===== src/hdl/fpdaf_pkg.sv =====
// Shared types and character codes for the fixed-point decimal ASCII formatter.
package fpdaf_pkg;

  typedef enum logic [3:0] {
    ST_IDLE,
    ST_CONV,
    ST_LOW,
    ST_SKIP,
    ST_SPACE,
    ST_AXIS,
    ST_ZERO,
    ST_MINUS,
    ST_INT,
    ST_POINT,
    ST_FRAC
  } state_e;

  localparam logic [7:0] CH_SPACE = 8'h20;
  localparam logic [7:0] CH_ZERO  = 8'h30;
  localparam logic [7:0] CH_POINT = 8'h2E;
  localparam logic [7:0] CH_MINUS = 8'h2D;

endpackage


===== src/hdl/fixed_point_decimal_ascii_formatter.sv =====
// Top level: fixed-point value to decimal ASCII axis word, one character per output beat.
//
// Input channel (in_valid_i / in_stall_o): one request carries an axis letter,
// a fraction digit count and a scaled signed value. A request is taken when
// in_valid_i is high and in_stall_o is low; in_stall_o stays high from then
// until the last character of that request has been loaded into the output
// register.
// Output channel (out_valid_o / out_stall_i): one ASCII character per beat,
// last_char_o marks the final character of a request's text.
// Per request: shift-and-add-3 conversion over the VALUE_BITS input bits through
// one shared BCD step unit, then a scan upward for the lowest kept fraction
// digit, then a scan down over leading zeros (both scans are skipped for a
// zero value), then one character per cycle (3 to 19 characters at 48 bits)
// while the receiver does not stall. The block returns to idle after the last
// character load and only then takes the next request.
// A stall on the output holds the character register and freezes the
// character sequencer; the conversion phases run on regardless.
// Reset clears the sequencer to idle and drops out_valid_o.
// frac_digits above MAX_FRAC_DIGITS is clamped.
module fixed_point_decimal_ascii_formatter #(
  parameter int VALUE_BITS      = 48,
  parameter int MAX_FRAC_DIGITS = 9
) (
  input  logic                  clk_i,
  input  logic                  rst_ni,
  input  logic                  in_valid_i,
  output logic                  in_stall_o,
  input  logic [7:0]            axis_letter_i,
  input  logic [3:0]            frac_digits_i,
  input  logic [VALUE_BITS-1:0] scaled_value_i,
  output logic                  out_valid_o,
  input  logic                  out_stall_i,
  output logic [7:0]            out_char_o,
  output logic                  last_char_o
);

  // decimal digits needed for the magnitude, at least enough for fraction padding
  localparam int DEC_DIGITS = (VALUE_BITS * 301) / 1000 + 2;
  localparam int NDIG = (DEC_DIGITS > MAX_FRAC_DIGITS + 1) ? DEC_DIGITS
                                                           : MAX_FRAC_DIGITS + 1;
  localparam int IDXW = $clog2(NDIG);
  localparam int CNTW = $clog2(VALUE_BITS);

  fpdaf_pkg::state_e state_q, state_d;

  logic [7:0]            axis_q;
  logic [3:0]            frac_q;
  logic                  neg_q;
  logic                  zero_q;
  logic [VALUE_BITS-1:0] mag_q;
  logic [NDIG*4-1:0]     bcd_q;
  logic [NDIG*4-1:0]     bcd_step;
  logic [CNTW-1:0]       cnt_q;
  logic [IDXW-1:0]       idx_q;
  logic [IDXW-1:0]       keep_q;   // lowest nonzero fraction position, else frac_q

  logic                  out_valid_q;
  logic [7:0]            out_char_q;
  logic                  last_q;

  logic                  in_acc;
  logic                  can_load;
  logic [3:0]            frac_sat;
  logic [VALUE_BITS-1:0] mag_in;
  logic [3:0]            dig;
  logic [IDXW-1:0]       frac_ext;
  logic                  idx_ge_frac;
  logic                  has_frac;
  logic                  emit_valid;
  logic [7:0]            emit_char;
  logic                  emit_last;

  assign in_acc   = in_valid_i && !in_stall_o;
  assign can_load = !out_valid_q || !out_stall_i;

  assign frac_sat = (frac_digits_i > 4'(MAX_FRAC_DIGITS)) ? 4'(MAX_FRAC_DIGITS)
                                                         : frac_digits_i;
  // most negative value wraps to 2^(VALUE_BITS-1), exact as unsigned
  assign mag_in = scaled_value_i[VALUE_BITS-1] ? (~scaled_value_i + 1'b1)
                                               : scaled_value_i;

  assign dig         = bcd_q[{idx_q, 2'b00} +: 4];
  assign frac_ext    = IDXW'(frac_q);
  assign idx_ge_frac = idx_q >= frac_ext;
  assign has_frac    = keep_q < frac_ext;

  fpdaf_dabble #(
    .NDIG (NDIG)
  ) u_dabble (
    .bcd_i (bcd_q),
    .bit_i (mag_q[VALUE_BITS-1]),
    .bcd_o (bcd_step)
  );

  // next state
  always_comb begin
    state_d = state_q;
    unique case (state_q)
      fpdaf_pkg::ST_IDLE: begin
        if (in_acc) state_d = fpdaf_pkg::ST_CONV;
      end
      fpdaf_pkg::ST_CONV: begin
        // a zero value has no digit to find, so the scans are skipped
        if (cnt_q == CNTW'(VALUE_BITS - 1)) begin
          if (zero_q) state_d = fpdaf_pkg::ST_SPACE;
          else state_d = fpdaf_pkg::ST_LOW;
        end
      end
      fpdaf_pkg::ST_LOW: begin
        if (!(idx_q < frac_ext && dig == 4'd0)) state_d = fpdaf_pkg::ST_SKIP;
      end
      fpdaf_pkg::ST_SKIP: begin
        if (!(idx_ge_frac && dig == 4'd0)) state_d = fpdaf_pkg::ST_SPACE;
      end
      fpdaf_pkg::ST_SPACE: begin
        if (can_load) state_d = fpdaf_pkg::ST_AXIS;
      end
      fpdaf_pkg::ST_AXIS: begin
        if (can_load) begin
          if (zero_q) state_d = fpdaf_pkg::ST_ZERO;
          else if (neg_q) state_d = fpdaf_pkg::ST_MINUS;
          else if (idx_ge_frac) state_d = fpdaf_pkg::ST_INT;
          else state_d = fpdaf_pkg::ST_POINT;
        end
      end
      fpdaf_pkg::ST_ZERO: begin
        if (can_load) state_d = fpdaf_pkg::ST_IDLE;
      end
      fpdaf_pkg::ST_MINUS: begin
        if (can_load) begin
          if (idx_ge_frac) state_d = fpdaf_pkg::ST_INT;
          else state_d = fpdaf_pkg::ST_POINT;
        end
      end
      fpdaf_pkg::ST_INT: begin
        if (can_load && idx_q == frac_ext) begin
          if (has_frac) state_d = fpdaf_pkg::ST_POINT;
          else state_d = fpdaf_pkg::ST_IDLE;
        end
      end
      fpdaf_pkg::ST_POINT: begin
        if (can_load) state_d = fpdaf_pkg::ST_FRAC;
      end
      fpdaf_pkg::ST_FRAC: begin
        if (can_load && idx_q == keep_q) state_d = fpdaf_pkg::ST_IDLE;
      end
      default: state_d = fpdaf_pkg::ST_IDLE;
    endcase
  end

  // character produced in each emitting state
  always_comb begin
    emit_valid = 1'b0;
    emit_char  = fpdaf_pkg::CH_SPACE;
    emit_last  = 1'b0;
    in_stall_o = (state_q != fpdaf_pkg::ST_IDLE);
    unique case (state_q)
      fpdaf_pkg::ST_SPACE: begin
        emit_valid = 1'b1;
      end
      fpdaf_pkg::ST_AXIS: begin
        emit_valid = 1'b1;
        emit_char  = axis_q;
      end
      fpdaf_pkg::ST_ZERO: begin
        emit_valid = 1'b1;
        emit_char  = fpdaf_pkg::CH_ZERO;
        emit_last  = 1'b1;
      end
      fpdaf_pkg::ST_MINUS: begin
        emit_valid = 1'b1;
        emit_char  = fpdaf_pkg::CH_MINUS;
      end
      fpdaf_pkg::ST_INT: begin
        emit_valid = 1'b1;
        emit_char  = fpdaf_pkg::CH_ZERO | {4'd0, dig};
        emit_last  = (idx_q == frac_ext) && !has_frac;
      end
      fpdaf_pkg::ST_POINT: begin
        emit_valid = 1'b1;
        emit_char  = fpdaf_pkg::CH_POINT;
      end
      fpdaf_pkg::ST_FRAC: begin
        emit_valid = 1'b1;
        emit_char  = fpdaf_pkg::CH_ZERO | {4'd0, dig};
        emit_last  = (idx_q == keep_q);
      end
      default: begin
        emit_valid = 1'b0;
      end
    endcase
  end

  always_ff @(posedge clk_i or negedge rst_ni) begin
    if (!rst_ni) begin
      state_q     <= fpdaf_pkg::ST_IDLE;
      out_valid_q <= 1'b0;
    end else begin
      state_q <= state_d;
      if (can_load) out_valid_q <= emit_valid;
    end
  end

  // datapath, no reset needed
  always_ff @(posedge clk_i) begin
    if (can_load) begin
      out_char_q <= emit_char;
      last_q     <= emit_last;
    end
    unique case (state_q)
      fpdaf_pkg::ST_IDLE: begin
        if (in_acc) begin
          axis_q <= axis_letter_i;
          frac_q <= frac_sat;
          neg_q  <= scaled_value_i[VALUE_BITS-1];
          zero_q <= (scaled_value_i == '0);
          mag_q  <= mag_in;
          bcd_q  <= '0;
          cnt_q  <= '0;
          idx_q  <= '0;
        end
      end
      fpdaf_pkg::ST_CONV: begin
        bcd_q <= bcd_step;
        mag_q <= {mag_q[VALUE_BITS-2:0], 1'b0};
        cnt_q <= cnt_q + 1'b1;
      end
      fpdaf_pkg::ST_LOW: begin
        if (idx_q < frac_ext && dig == 4'd0) begin
          idx_q <= idx_q + 1'b1;
        end else begin
          keep_q <= idx_q;
          idx_q  <= IDXW'(NDIG - 1);
        end
      end
      fpdaf_pkg::ST_SKIP: begin
        if (idx_ge_frac && dig == 4'd0) idx_q <= idx_q - 1'b1;
      end
      fpdaf_pkg::ST_INT, fpdaf_pkg::ST_FRAC: begin
        if (can_load) idx_q <= idx_q - 1'b1;
      end
      default: begin
      end
    endcase
  end

  assign out_valid_o = out_valid_q;
  assign out_char_o  = out_char_q;
  assign last_char_o = last_q;

endmodule


===== src/hdl/fpdaf_dabble.sv =====
// One shift-and-add-3 step of a binary to BCD conversion over all digits.
module fpdaf_dabble #(
  parameter int NDIG = 16
) (
  input  logic [NDIG*4-1:0] bcd_i,
  input  logic              bit_i,
  output logic [NDIG*4-1:0] bcd_o
);

  logic [NDIG*4-1:0] adj;

  always_comb begin
    for (int k = 0; k < NDIG; k++) begin
      if (bcd_i[k*4 +: 4] >= 4'd5) begin
        adj[k*4 +: 4] = bcd_i[k*4 +: 4] + 4'd3;
      end else begin
        adj[k*4 +: 4] = bcd_i[k*4 +: 4];
      end
    end
  end

  // digits that overflow past the top are always zero by sizing
  assign bcd_o = {adj[NDIG*4-2:0], bit_i};

endmodule


===== config.mk =====
export PLATFORM = sky130hd
export DESIGN_NAME = fixed_point_decimal_ascii_formatter
export DESIGN_NICKNAME = d
export VERILOG_FILES = /design/src/hdl/fpdaf_pkg.sv /design/src/hdl/fixed_point_decimal_ascii_formatter.sv /design/src/hdl/fpdaf_dabble.sv
export SDC_FILE = /design/constraint.sdc
export NUM_CORES = 1
export LEC_CHECK = 0
export BUFFER_PORTS_ARGS = -buffer_cell sky130_fd_sc_hd__buf_4
export CORE_MARGIN = 4
export CORE_UTILIZATION = 61
export CTS_CLUSTER_DIAMETER = 200
export CTS_CLUSTER_SIZE = 30
export DETAILED_ROUTE_END_ITERATION = 8
export PLACE_DENSITY = 0.81
export SLEW_MARGIN = 25
export SYNTH_ARGS = -nofsm -noshare
export SYNTH_HDL_FRONTEND = slang
export SYNTH_SLANG_ARGS = --single-unit

===== constraint.sdc =====
create_clock -name clk_i -period 4.4 [get_ports clk_i]
set_clock_uncertainty 0.05 [all_clocks]
set_input_delay 0.22 -clock clk_i [delete_from_list [all_inputs] [get_ports clk_i]]
set_output_delay 0.22 -clock clk_i [all_outputs]
set_load 0.005 [all_outputs]

# --- Yosys cells after proc, flatten, opt, wreduce, memory -nomap -nowiden ---
# Index checks and enable logic that the tools add are counted.
totals:
  wordCells: 154
  ff_bits: 154
  in_bits: 64
  output_inout_bits: 11
op_classes:
  eq_ne: 26
  n_reduce_logical: 24
  add_sub_neg: 20
  n_shift: 1
  n_bitwise: 2
  muxes: 48
  magnitude_cmp: 20
op_table:
  columns: ["cell", "n"]
  rows:
  - ["$mux W4", 33]
  - ["$pmux W64 S2", 1]
  - ["$mux W48", 2]
  - ["$pmux W48 S2", 1]
  - ["$ge A4 B3 Y1 const B", 16]
  - ["$mux W64", 1]
  - ["$shiftx A64 B7 Y4", 1]
  - ["$add A4 B2 Y4 const B", 15]
  - ["$add A48 B1 Y48 const B", 1]
  - ["$logic_not A48 Y1", 1]
  - ["$not A48 Y48", 1]
  - ["$pmux W4 S11", 1]
  - ["$pmux W8 S5", 1]
  - ["$ne A2 B2 Y1 const B", 12]
  - ["$eq A4 B3 Y1 const B", 4]
  - ["$pmux W4 S4", 1]
  - ["$eq A4 B4 Y1 const B", 3]
  - ["$pmux W6 S2", 1]
  - ["$reduce_and A11 Y1", 1]
  - ["$eq A4 B2 Y1 const B", 2]
  - ["$eq A4 B4 Y1", 2]
  - ["$logic_not A4 Y1", 2]
  - ["$lt A4 B4 Y1", 2]
  - ["$reduce_bool A4 Y1", 2]
  - ["22 further kinds", 34]

# --- Logic depth before layout (Yosys ltp) ---
logic_depth:
  word_depth: 6
  ltp_mapped: 11
  mapped_depth_nobuf: 9

# --- Hierarchy ---
# A second synthesis with hierarchy kept.
unflattened:
  cells_unflattened: 933
  area_unflattened_um2: 9604.2
by_module_without_submodules:
  columns: ["mod", "cells_each", "area_per_inst_um2", "seq_area_each_um2", "instances"]
  rows:
  - ["fixed_point_decimal_ascii_formatter", 680, 7995.2, 4599.4, 1]
  - ["fpdaf_dabble", 253, 1609.0, 0.0, 1]

# --- Worst setup path before layout ---
# OpenSTA, ideal clock, no wires.
synth_path:
  path_type: "reg-to-reg"
  from: "register state_q[0]"
  to: "register bcd_q[0], enable pin"
  path_buffers: 1
  path_slack_ns: 1.100
  stages_incl_launch_ff: 5
  required_time_ns: 3.923
  setup_time_ns: 0.427
  period_less_slack_ns: 3.300
  arrival_time_ns: 2.823
  cell_sequence: "dfrtp_1 clkbuf_1 nor2_1 and3_1 or2_2"
synth_between:
  elab_chain_cells: 5
  word_cells_on_any_way: 8
  classes_between: "eq/ne: 2; reduce/logical: 6"
synth_rtl:
  columns: ["element", "line", "rtl"]
  rows:
  - ["start: declaration", "fixed_point_decimal_ascii_formatter.sv:44", "fpdaf_pkg::state_e state_q, state_d;"]
  - ["start signal: assignment", "fixed_point_decimal_ascii_formatter.sv:196", "state_q <= fpdaf_pkg::ST_IDLE;"]
  - ["start signal: assignment", "fixed_point_decimal_ascii_formatter.sv:199", "state_q <= state_d;"]
  - ["$reduce_bool A4 Y1", "fixed_point_decimal_ascii_formatter.sv:156", "in_stall_o = (state_q != fpdaf_pkg::ST_IDLE);"]
  - ["$logic_not A1 Y1", "fixed_point_decimal_ascii_formatter.sv:73", "assign in_acc = in_valid_i && !in_stall_o;"]
  - ["$logic_and A1 B1 Y1", "fixed_point_decimal_ascii_formatter.sv:73", null]
  - ["$ne A2 B2 Y1 (no line)", null, null]
  - ["$reduce_and A2 Y1 (no line) (*)", null, null]
  - ["end signal: assignment", "fixed_point_decimal_ascii_formatter.sv:224", "bcd_q <= bcd_step;"]
  - ["end: declaration", "fixed_point_decimal_ascii_formatter.sv:51", "logic [NDIG*4-1:0] bcd_q;"]
# Mark *: on every way between the ends. The rest lies on a longest branch, timed or not.
# A chain may end at the register's enable or synchronous reset.

# --- Worst setup path in the final report ---
layout_path:
  from: "register idx_q[2]"
  to: "register state_q[3]"
layout_between:
  elab_chain_cells: 5
  word_cells_on_any_way: 15
  classes_between: "order compare: 2; eq/ne: 6; shift: 1; reduce/logical: 6"
layout_rtl:
  columns: ["element", "line", "rtl"]
  rows:
  - ["start: declaration", "fixed_point_decimal_ascii_formatter.sv:54", "logic [IDXW-1:0] idx_q;"]
  - ["start signal: assignment", "fixed_point_decimal_ascii_formatter.sv:230", "idx_q <= idx_q + 1'b1;"]
  - ["start signal: assignment", "fixed_point_decimal_ascii_formatter.sv:233", "idx_q <= IDXW'(NDIG - 1);"]
  - ["start signal: assignment", "fixed_point_decimal_ascii_formatter.sv:237", "if (idx_ge_frac && dig == 4'd0) idx_q <= idx_q - 1'b1;"]
  - ["$shiftx A64 B7 Y4", "fixed_point_decimal_ascii_formatter.sv:82", "assign dig = bcd_q[{idx_q, 2'b00} +: 4];"]
  - ["$logic_not A4 Y1", "fixed_point_decimal_ascii_formatter.sv:110, fixed_point_decimal_ascii_formatter.sv:113", null]
  - ["$logic_and A1 B1 Y1 (on tied branches)", "fixed_point_decimal_ascii_formatter.sv:113, fixed_point_decimal_ascii_formatter.sv:110", null]
  - ["$ne A2 B2 Y1 (no line)", null, null]
  - ["$reduce_and A11 Y1 (no line) (*)", null, null]
# Marks and branches as above.

==> implementation parameters <==
Parameter                              Value

Run status
  Status ... finished, final reports clean

Synthesis
  Most used flip-flop cell after synthesis ... sky130_fd_sc_hd__edfxtp_1
  Fraction of registers with async set/reset ... 0.0325
  Area leader, netlist ... sky130_fd_sc_hd__edfxtp_1
  Post-synthesis share of cell area spent on and, or, nand and nor gates ... 0.154
  Number of distinct library cells after synthesis ... 54
  Cells taking the most area after synthesis ... sky130_fd_sc_hd__edfxtp_1, sky130_fd_sc_hd__xor2_1, sky130_fd_sc_hd__ha_1
  Top-area cell type share of the netlist area ... 0.484
  Adder and majority cell fraction of the synthesized area ... 0.0582
  Total number of yosys warnings ... 0
  Post-synthesis mux area share ... 0.0491
  Proportion of synthesized chip area in sequential cells ... 0.497
  XOR/XNOR Fraction of Synth Area ... 0.0796
  Synthesis-stage register bit count ... 154
  Dominant combinational cell family by area after synthesis ... simple AND/OR/NAND/NOR gates
  Post-Syn Area ... 9250 sq um
  Gate count after technology mapping ... 902
  Number of enable-type register cells in the synthesized netlist ... 149
  Post-synthesis compound-gate area fraction ... 0.128
  Net Count, Synth ... 1009
  Mean instance size in the synthesized netlist ... 10.3 sq um

Place
  Worst slack at placement ... 1190 ps
  GPL Wtd Cong ... 0.891
  Dpl cells ... 1129
  Half-perimeter wire length after detailed placement ... 13.5 mm
  Dpl cell area ... 9960 sq um
  Number of I/O port buffers ... 74

Global routing
  Vias in the first global route ... 6649
  Gr usage total ... 0.230
  Wire length of the first global-routing pass ... 32.6 mm
  Initial antenna violation count ... 0
  Total grt overflow ... 0
  Largest net degree at the start of global routing ... 75

STA
  Setup TNS after final layout ... 0 ps
  Final slew viol count ... 0
  Slew at the pin with the worst max-slew slack ... 873 ps
  Maximum frequency from static timing analysis ... 306 MHz
  Fin crit period ... 3270 ps
  Slew margin rel. ... 0.418
  Unrepaired setup endpoints after global routing ... false
  Setup slack of the critical path after layout ... 1130 ps
  Minimum hold slack ... 52.8 ps
  Total setup violations reported at the end of the flow ... 0
  Fin crit share ... 0.742
  Fin. Hold Viols ... 0

Floorplanning
  Count of pins on the block boundary ... 75
  Starting Density ... 0.629
  Height of the die ... 131 microns
  Row count ... 44
  Chip width ... 131 microns
  Overall die area ... 17200 sq um
  Placeable core region ... 14700 sq um

Power and ir drop
  Total power divided by cell area ... 767 nW/um^2
  Post-layout total power ... 8.17 mW
  Leakage power of the design ... 4.06 nW
  Largest vdd supply drop ... 0.442 mV

Finish
  Count of antenna diodes in the layout ... 0
  Synth-to-Final Area Change ... 15.1%
  Net count, final ... 1082
  Most frequent cells in the layout ... sky130_fd_sc_hd__edfxtp_1, sky130_fd_sc_hd__nand2_1, sky130_fd_sc_hd__nor2_1
  Area of all placed cells without fillers ... 10600 sq um
  Post-Layout Cell Count ... 1172
  Share of post-route cells with drive strength above 1 ... 0.131
  Core Util, Final ... 0.724
  Layout fillers ... 1022
  Leading cell type in the layout, fill and taps excluded ... sky130_fd_sc_hd__edfxtp_1

Clock tree
  Buffer levels on the longest clock path ... 2
  CTS H-tree lvls ... 4
  Clock tree from TritonCTS ... yes
  Resized Gates After CTS ... 0
  Total clock sinks ... 154
  Clock network latency to the later pin of the worst-skew pair ... 430 ps
  Post-CTS clock slew at the launch and capture registers of the worst setup and hold paths ... 60 ps
  Clock tree root buffer cell ... sky130_fd_sc_hd__clkbuf_16
  Inserted Clock Buffers ... 17

Routing
  DRC viols ... 0
  Detailed-route via count ... 6933
  Initial detailed-routing violation count ... 660
  Vias per std cell ... 5.92
  Routed wirelength normalized by instance count ... 16.7 microns
  Total detailed-routing wirelength ... 19.5 mm
  Final ANT Viol Nets ... 0
  DR pass1 iterations ... 7

Worst hold path
  Kind of path behind the tightest hold check ... in -> reg
  Hold Path Cell Cnt ... 2

Critical path
  Element type at the critical path end ... flop
  Element type at the critical path start ... flop
  Worst Setup Path Type ... reg -> reg
  Crit path DAT ... 3520 ps
  Logic depth of the worst register-to-register path ... 7
  Maximum net fanout on the critical path ... 24
  Required time of the critical path ... 4660 ps

Run
  Reported max-cap violation count ... 0
==> synthesized netlist by cell type, types with 3 or more instances <==
| cell type | n |
|---|---|
| sky130_fd_sc_hd__nand2b_1 | 25 |
| sky130_fd_sc_hd__a22oi_1 | 3 |
| sky130_fd_sc_hd__a221oi_1 | 3 |
| sky130_fd_sc_hd__inv_1 | 45 |
| sky130_fd_sc_hd__o31ai_1 | 13 |
| sky130_fd_sc_hd__o21ai_0 | 80 |
| sky130_fd_sc_hd__o41ai_1 | 6 |
| sky130_fd_sc_hd__nand3_1 | 11 |
| sky130_fd_sc_hd__nor2_1 | 101 |
| sky130_fd_sc_hd__nor4_1 | 7 |
| sky130_fd_sc_hd__edfxtp_1 | 149 |
| sky130_fd_sc_hd__buf_2 | 3 |
| sky130_fd_sc_hd__or3_1 | 3 |
| sky130_fd_sc_hd__nor2b_1 | 8 |
| sky130_fd_sc_hd__xnor2_1 | 22 |
| sky130_fd_sc_hd__a21oi_1 | 69 |
| sky130_fd_sc_hd__a21o_1 | 5 |
| sky130_fd_sc_hd__nand4_1 | 6 |
| sky130_fd_sc_hd__dfrtp_1 | 5 |
| sky130_fd_sc_hd__mux4_2 | 10 |
| sky130_fd_sc_hd__or4_1 | 6 |
| sky130_fd_sc_hd__clkbuf_1 | 32 |
| sky130_fd_sc_hd__mux4_1 | 4 |
| sky130_fd_sc_hd__nor3_1 | 23 |
| sky130_fd_sc_hd__o22ai_1 | 4 |
| sky130_fd_sc_hd__a31oi_1 | 3 |
| sky130_fd_sc_hd__and3_1 | 7 |
| sky130_fd_sc_hd__mux2i_1 | 9 |
| sky130_fd_sc_hd__ha_1 | 43 |
| sky130_fd_sc_hd__xor2_1 | 62 |
| sky130_fd_sc_hd__nand2_1 | 103 |
==> cells by family (layout without fill, tap and decap cells) <==
group / Yosys count / in the layout
and+or+nand+nor: 312 / 312
AOI/OAI and AO/OA: 201 / 201
DFF: 154 / 154
xor gates and xnor gates: 84 / 84
buffers and inverters: 82 / 168
adders and majority gates: 43 / 43
muxes: 26 / 26
==> registers in the layout, indices dropped and copies added, names as in the netlist, 6 cells and up <==
register	cells
axis_q	8
mag_q	48
out_char_o	8
bcd_q	64
cnt_q	6
==> area by class of cell <==
type / instances / area [sq um] / area share
Clock buffer: 21 / 450 / 0.0423
Clock inverter: 11 / 121 / 0.0114
Inverter: 45 / 169 / 0.0159
Multi-Input combinational cell: 666 / 4340 / 0.408
Sequential cell: 154 / 4600 / 0.432
Tap cell: 184 / 230 / 0.0216
Timing Repair Buffer: 91 / 736 / 0.0691
==> routing by layer <==
metal  share of wire  track usage
met1            0.43        0.311
met5               0            0
met3           0.064       0.0409
met4           0.019       0.0741
met2            0.49        0.383
==> critical path, stage by stage (launching register included) <==
cell	delay [ps]
sky130_fd_sc_hd__edfxtp_1	920
sky130_fd_sc_hd__mux4_2	410
sky130_fd_sc_hd__mux4_2	510
sky130_fd_sc_hd__a311oi_2	240
sky130_fd_sc_hd__nand4_1	210
sky130_fd_sc_hd__a2111o_1	360
sky130_fd_sc_hd__nand2_1	100
sky130_fd_sc_hd__mux2_1	320
==> what timing repair did <==
item / in CTS / in global routing
endpoints found under the hold margin: 15 / 0
hold buffers: 11 / 0
buffers inserted: 0 / 0
==> final timing paths <==
check                                    start                        end  slack, ps
max                         idx_q[2]$_DFFE_PP_     state_q[3]$_DFFE_PN0P_       1130
min                           frac_digits_i[2]  frac_ext[2]$_SDFFCE_PN0P_         50
max reg2reg                 idx_q[2]$_DFFE_PP_     state_q[3]$_DFFE_PN0P_       1130
min reg2reg                axis_q[5]$_DFFE_PP_    out_char_o[5]$_DFFE_PN_        470
max in group asynchronous               rst_ni     state_q[2]$_DFFE_PN0P_       4110
min in group asynchronous               rst_ni     state_q[1]$_DFFE_PN0P_         80
==> power breakdown <==
part | switching, mW | internal, mW
Clock | 0.588 | 0.848
Combinational | 1.95 | 1.39
Sequential | 0.683 | 2.71
Total | 3.22 | 4.94
(Power assumes the default switching activity.)
